## src/hdl/bmpg_pkg.sv

```systemverilog
package bmpg_pkg;

	localparam int WINDOW_DEPTH = 512;
	localparam int RAMP_LIMIT = 1023;

	localparam int PTR_W = $clog2(WINDOW_DEPTH);
	localparam int LEN_W = ($clog2(WINDOW_DEPTH + 1) > 10) ? $clog2(WINDOW_DEPTH + 1) : 10;
	localparam int CNT_W = 10;
	localparam int SUM_W = 19;
	localparam int TICK_W = 17;
	localparam int SCALE_W = 32;
	localparam int VEL_W = 32;
	localparam int POS_W = 48;
	localparam int PROD_W = SCALE_W + SUM_W + 1;
	localparam int FRAC_SHIFT = 8;

	localparam logic [TICK_W-1:0] TICK_MAX = '1;

	typedef enum logic [1:0] {
		REG_CRUISE = 2'd0,
		REG_RAMP1  = 2'd1,
		REG_RAMP2  = 2'd2,
		REG_SCALE  = 2'd3
	} cfg_reg_t;

	typedef struct packed {
		logic [15:0]              cruise;
		logic [9:0]               ramp1;
		logic [9:0]               ramp2;
		logic signed [SCALE_W-1:0] scale;
	} cfg_t;

	typedef struct packed {
		logic              valid;
		logic              restart;
		logic [SUM_W-1:0]  sum;
		logic [TICK_W-1:0] tick;
		logic              last;
	} win_item_t;

endpackage

```

## src/hdl/bmpg_kin.sv

```systemverilog
module bmpg_kin (
	input  logic                clk,
	input  logic                arst_n,
	input  bmpg_pkg::cfg_t      cfg,
	input  bmpg_pkg::win_item_t item,
	output logic                item_ready,
	output logic                out_valid,
	input  logic                out_ready,
	output logic signed [31:0]  velocity,
	output logic signed [47:0]  position_sum,
	output logic signed [32:0]  velocity_change,
	output logic [16:0]         tick_index,
	output logic                last
);
	import bmpg_pkg::*;

	logic                      v2_q, v3_q, out_valid_q;
	logic                      load2, take2, take3;

	logic                      restart_s2, last_s2;
	logic [SUM_W-1:0]          sum_s2;
	logic [TICK_W-1:0]         tick_s2;

	logic                      restart_s3, last_s3;
	logic signed [PROD_W-1:0]  prod_s3;
	logic [TICK_W-1:0]         tick_s3;

	logic [PROD_W-FRAC_SHIFT-1:0] vel_wide;
	logic [VEL_W-1:0]          vel, prior_base;
	logic [VEL_W:0]            change;
	logic [POS_W+1:0]          pos_wide;
	logic [POS_W-1:0]          pos, acc_base;

	logic [VEL_W-1:0]          prior_q;
	logic [POS_W-1:0]          acc_q;

	logic [VEL_W-1:0]          velocity_q;
	logic [POS_W-1:0]          position_q;
	logic [VEL_W:0]            change_q;
	logic [TICK_W-1:0]         tick_q;
	logic                      last_q;

	assign take3      = v3_q && (!out_valid_q || out_ready);
	assign take2      = v2_q && (!v3_q || take3);
	assign item_ready = !v2_q || take2;
	assign load2      = item.valid && item_ready;

	always_comb begin
		vel_wide = prod_s3[PROD_W-1:FRAC_SHIFT];
		if (&vel_wide[PROD_W-FRAC_SHIFT-1:VEL_W-1] || !(|vel_wide[PROD_W-FRAC_SHIFT-1:VEL_W-1])) begin
			vel = vel_wide[VEL_W-1:0];
		end else begin
			vel = vel_wide[PROD_W-FRAC_SHIFT-1] ? {1'b1, {(VEL_W-1){1'b0}}}
				: {1'b0, {(VEL_W-1){1'b1}}};
		end

		prior_base = restart_s3 ? '0 : prior_q;
		acc_base   = restart_s3 ? '0 : acc_q;
		change     = {vel[VEL_W-1], vel} - {prior_base[VEL_W-1], prior_base};
		pos_wide   = {{2{acc_base[POS_W-1]}}, acc_base}
			+ {{(POS_W+2-VEL_W){vel[VEL_W-1]}}, vel}
			+ {{(POS_W+2-VEL_W){prior_base[VEL_W-1]}}, prior_base};
		if (&pos_wide[POS_W+1:POS_W-1] || !(|pos_wide[POS_W+1:POS_W-1])) begin
			pos = pos_wide[POS_W-1:0];
		end else begin
			pos = pos_wide[POS_W+1] ? {1'b1, {(POS_W-1){1'b0}}} : {1'b0, {(POS_W-1){1'b1}}};
		end
	end

	always_ff @(posedge clk or negedge arst_n) begin
		if (!arst_n) begin
			v2_q        <= 1'b0;
			v3_q        <= 1'b0;
			out_valid_q <= 1'b0;
			prior_q     <= '0;
			acc_q       <= '0;
		end else begin
			if (load2) begin
				v2_q <= 1'b1;
			end else if (take2) begin
				v2_q <= 1'b0;
			end
			if (take2) begin
				v3_q <= 1'b1;
			end else if (take3) begin
				v3_q <= 1'b0;
			end
			if (take3) begin
				out_valid_q <= 1'b1;
				prior_q     <= vel;
				acc_q       <= pos;
			end else if (out_ready) begin
				out_valid_q <= 1'b0;
			end
		end
	end

	always_ff @(posedge clk) begin
		if (load2) begin
			sum_s2     <= item.sum;
			tick_s2    <= item.tick;
			last_s2    <= item.last;
			restart_s2 <= item.restart;
		end
		if (take2) begin
			prod_s3    <= $signed(cfg.scale) * $signed({1'b0, sum_s2});
			tick_s3    <= tick_s2;
			last_s3    <= last_s2;
			restart_s3 <= restart_s2;
		end
		if (take3) begin
			velocity_q <= vel;
			position_q <= pos;
			change_q   <= change;
			tick_q     <= tick_s3;
			last_q     <= last_s3;
		end
	end

	assign out_valid       = out_valid_q;
	assign velocity        = velocity_q;
	assign position_sum    = position_q;
	assign velocity_change = change_q;
	assign tick_index      = tick_q;
	assign last            = last_q;

endmodule

```

## config.mk

```make
export PLATFORM = sky130hd
export DESIGN_NAME = bmpg_kin
export DESIGN_NICKNAME = d
export VERILOG_FILES = /design/src/hdl/bmpg_pkg.sv /design/src/hdl/bmpg_kin.sv
export SDC_FILE = /design/constraint.sdc
export NUM_CORES = 2
export LEC_CHECK = 0
export BUFFER_PORTS_ARGS = -buffer_cell sky130_fd_sc_hd__buf_4
export CORE_MARGIN = 5
export CORE_UTILIZATION = 60
export DETAILED_ROUTE_END_ITERATION = 8
export GPL_ROUTABILITY_DRIVEN = 0
export HOLD_SLACK_MARGIN = 0.15
export PLACE_DENSITY = 0.89
export SYNTH_ARGS = -nofsm -noshare
export SYNTH_HDL_FRONTEND = slang
export SYNTH_SLANG_ARGS = --single-unit
```

## constraint.sdc

```tcl
create_clock -name clk -period 12.8 [get_ports clk]
set_input_delay 1.28 -clock clk [delete_from_list [all_inputs] [get_ports clk]]
set_output_delay 1.28 -clock clk [all_outputs]
set_load 0.01 [all_outputs]
```

==> summary.md <==
| Metric | Value |
|---|---|
| Sum Neg Setup Slack | 0 ns |
| Hold Startpoint | tick_s3[4]$_DFFE_PP_ |
| Syn Nets | roughly 4700 |
| CP max stage cell | edfxtp_1 |
| Die width | between 200 and 300 microns |
| Input/output buffers | 206 |
| Residual DRC | 0 |
| Pre-antenna DRT Iters | 6 |
| TritonCTS clock tree | done |
| R2R depth | 22 |
| Async set or reset register ratio after synthesis | 26.3% |
| Synth Area in Simple Gates | 15.2% |
| RSZ-0062 raised after global routing | no |
| Period utilization | 67.8% |
| Worst slew pin tran | 1.38 ns |
| Antenna violations before repair | 1 |
| Number of failing hold endpoints at the final stage | 0 |
| DP HPWL | 70700 microns |
| Area delta synth->final | 8.90% |
| GRT Util Overall | 28.1% |
| Largest family of logic cells by synthesized area | adder cells |
| Share of layout cells above drive strength 1 | approximately 8.3% |
| Final Critical Period | 8.68 ns |
| Hold depth | 0 |
| R2R Path End | prod_s3[51]$_DFFE_PP_ |
| # rows | 92 |
| Hold Crit Class | reg2reg |
| Clk slew on worst S/H paths | 0.06 ns |
| Final hold slack | 0.416 ns |
| Via Count | 27200 |
| Worst Skew | 0.0178 ns |
| Mapped Avg Cell Area | 10.2 sq um |
| Post-Synth XOR/XNOR Area | ~2.6% |
| Rel. slew slack | 7.96% |
| GRT overflow | 0 |
| Worst Hold End | tick_index[4]$_DFFE_PP_ |
| Worst EP required | between 10 and 15 ns |
| CP peak stage delay | 1.26 ns |
| Max-slew violations | 0 |
| Post-Route WL | approximately 94000 microns |
| Post-synthesis mux area share | less than 1% |
| Via density | 5.76 |
| Synth Area in Adders | 41.3% |
| Hold buffer count at CTS | 0 |
| Clock Path Buffers | 3 |
| Outcome | finished, final reports clean |
| Cells after synthesis | 3733 |
| Critical Path, Cell by Cell | and2_1 -> fa_1 -> inv_1 -> fa_1 -> fa_1 -> inv_1 -> fa_1 -> fa_1 -> fa_1 -> inv_1 -> fa_1 -> inv_1 -> ha_1 -> and3_1 -> and4_1 -> o2111ai_1 -> a21oi_1 -> o21ai_0 -> o31a_1 -> o311ai_0 -> a31oi_1 -> xnor2_1 |
| DIE HEIGHT | 262 microns |
| Worst Setup End Kind | register |
| # IOs | 243 |
| Synth top area share | 34.3% |
| Vias in the first global route | 29500 |
| Post-synthesis compound-gate area fraction | under 10% |
| Endpoints failing setup | 0 |
| Yosys warnings | 0 |
| Top cell by count, worst path | fa_1 |
| Root Buffer | clkbuf_16 |
| Synth area leaders | fa_1 34%, edfxtp_1 18%, ha_1 7.0% |
| Max capacitance violation total | 0 |
| Post-CTS sizing | 0 |
| Count of unique library cells instantiated by Yosys | 76 |
| Most numerous cell in the Yosys netlist | inv_1 |
| Startpoint types | register |
| First-pass GRT wire length | ~150000 microns |
| Post-CTS Setup Inserts | 0 |
| Worst reg2reg setup slack | 4.12 ns |
| Die area | 68500 sq um |
| Largest area contributor in the netlist | fa_1 |
| Crit path max fanout | 32 |
| CTS Sinks | 315 |
| Final nets | roughly 4800 |
| H-tree levels | 2 |
| Worst Setup Path Type | reg2reg |
| RR Startpoint | sum_s2[6]$_DFFE_PP_ |
| EDFF count, synth | approximately 230 |
| Avg WL per Cell | 20.0 microns |
| Highest Clock Rate | 0.115 GHz |
| Antenna viol nets, final | 0 |
| Synth Register Bits | 315 |
| Iter 0 DRT Violations | ~2200 |
| Initial Utilization | 60.4% |
| Post-Syn Area | 38000 sq um |
| Synth cell count leaders | 685 x inv_1, 652 x fa_1, 406 x and2_1 |
| Arr. time, crit path | 8.97 ns |
| Seq/Total Area, Yosys | 23.8% |
| Clk_lat worst skew | 0.56 ns |
| CORE AREA | 63000 sq um |
| Main synth FF type | edfxtp_1 |
| Num CTS Buffers | 37 |
| Pin count of the biggest net entering global routing | 103 |
[worst max-delay path, delay by kind of cell (launching register included)]
family | cells | cell delay, ns
AO/OA/AOI/OAI | 6 | 2.20
flip-flops | 1 | 1.26
buffers and inverters | 4 | 0.25
XOR/XNOR | 1 | 0.16
adder cells (fa/ha/maj) | 8 | 3.73
AND/OR/NAND/NOR | 3 | 0.81
[worst max-delay path by stage]
stage,cells after the start,slack [ns],from,to
after CTS,22,4.24,sum_s2[6]$_DFFE_PP_,prod_s3[51]$_DFFE_PP_
after floorplan,24,4.90,cfg[31],prod_s3[51]$_DFFE_PP_
after global routing,22,3.88,sum_s2[6]$_DFFE_PP_,prod_s3[51]$_DFFE_PP_
after global placement,23,4.01,cfg[12],prod_s3[51]$_DFFE_PP_
final,22,4.12,sum_s2[6]$_DFFE_PP_,prod_s3[51]$_DFFE_PP_
after detailed placement,23,3.85,cfg[12],prod_s3[51]$_DFFE_PP_
[metal layers]
metal,track usage [%],vias to the layer above,wire length [microns]
li1,-,12000,-
met1,35.7,13500,35400
met2,48.0,1345,46200
met3,5.75,326,8460
met4,10.8,0,4280
met5,0,-,0
[layout by cell type (no fill, tap or decap), types with 39 or more instances in the layout]
cell        n
a21o_1     89
nor2b_1    68
and2_1    404
a21oi_1    94
o21ai_0   102
inv_1     685
buf_4     235
nand2_1   366
dfrtp_1    83
nor2_1    113
fa_1      652
ha_1      212
nand2b_1   49
edfxtp_1  232
a221o_1    39
xnor2_1    78
[sequential cells by signal, summed over array words and instances, names as in the netlist]
register	cells
acc_q	48
last	1
last_s2	1
last_s3	1
out_valid	1
position_sum	48
prior_q	32
prod_s3	44
restart_s2	1
restart_s3	1
sum_s2	19
tick_index	17
tick_s2	17
tick_s3	17
v2_q	1
v3_q	1
velocity	32
velocity_change	33
[through the flow]
| stage | worst slack (ns) | util (%) | cells | cell area [sq um] |
|---|---|---|---|---|
| 5_1_grt | 3.88 | 65.7 | 4721 | 41400 |
| 3_3_place_gp | 4.01 | 63.9 | 4653 | 40200 |
| 2_1_floorplan | 4.90 | - | 3733 | 38000 |
| 3_5_place_dp | 3.85 | 63.9 | 4653 | 40200 |
| 4_1_cts | 4.24 | 65.7 | 4721 | 41400 |
| 6_report | 4.12 | 65.7 | 4722 | 41400 |
[cells by family after synthesis]
logic type,count (synthesis)
AOI/OAI and AO/OA,473
and+or+nand+nor,1120
DFF,315
buffers and inverters,847
xor gates and xnor gates,112
adders and majority gates,864
muxes,2
[area by class of cell]
cell class                 instances  area [sq um]
tap                              846          1060
clock buffer                      42           955
fill                            4675         21600
clock inverter                    26           216
multi-input combinational       2571         25800
sequential                       315          9040
inverter                         686          2580
antenna                            1          2.50
timing repair buffer             235          1760
Power is left out: the tool's default activity adds up to more than one toggle a clock period on the data nets, which glitch-free logic cannot reach.
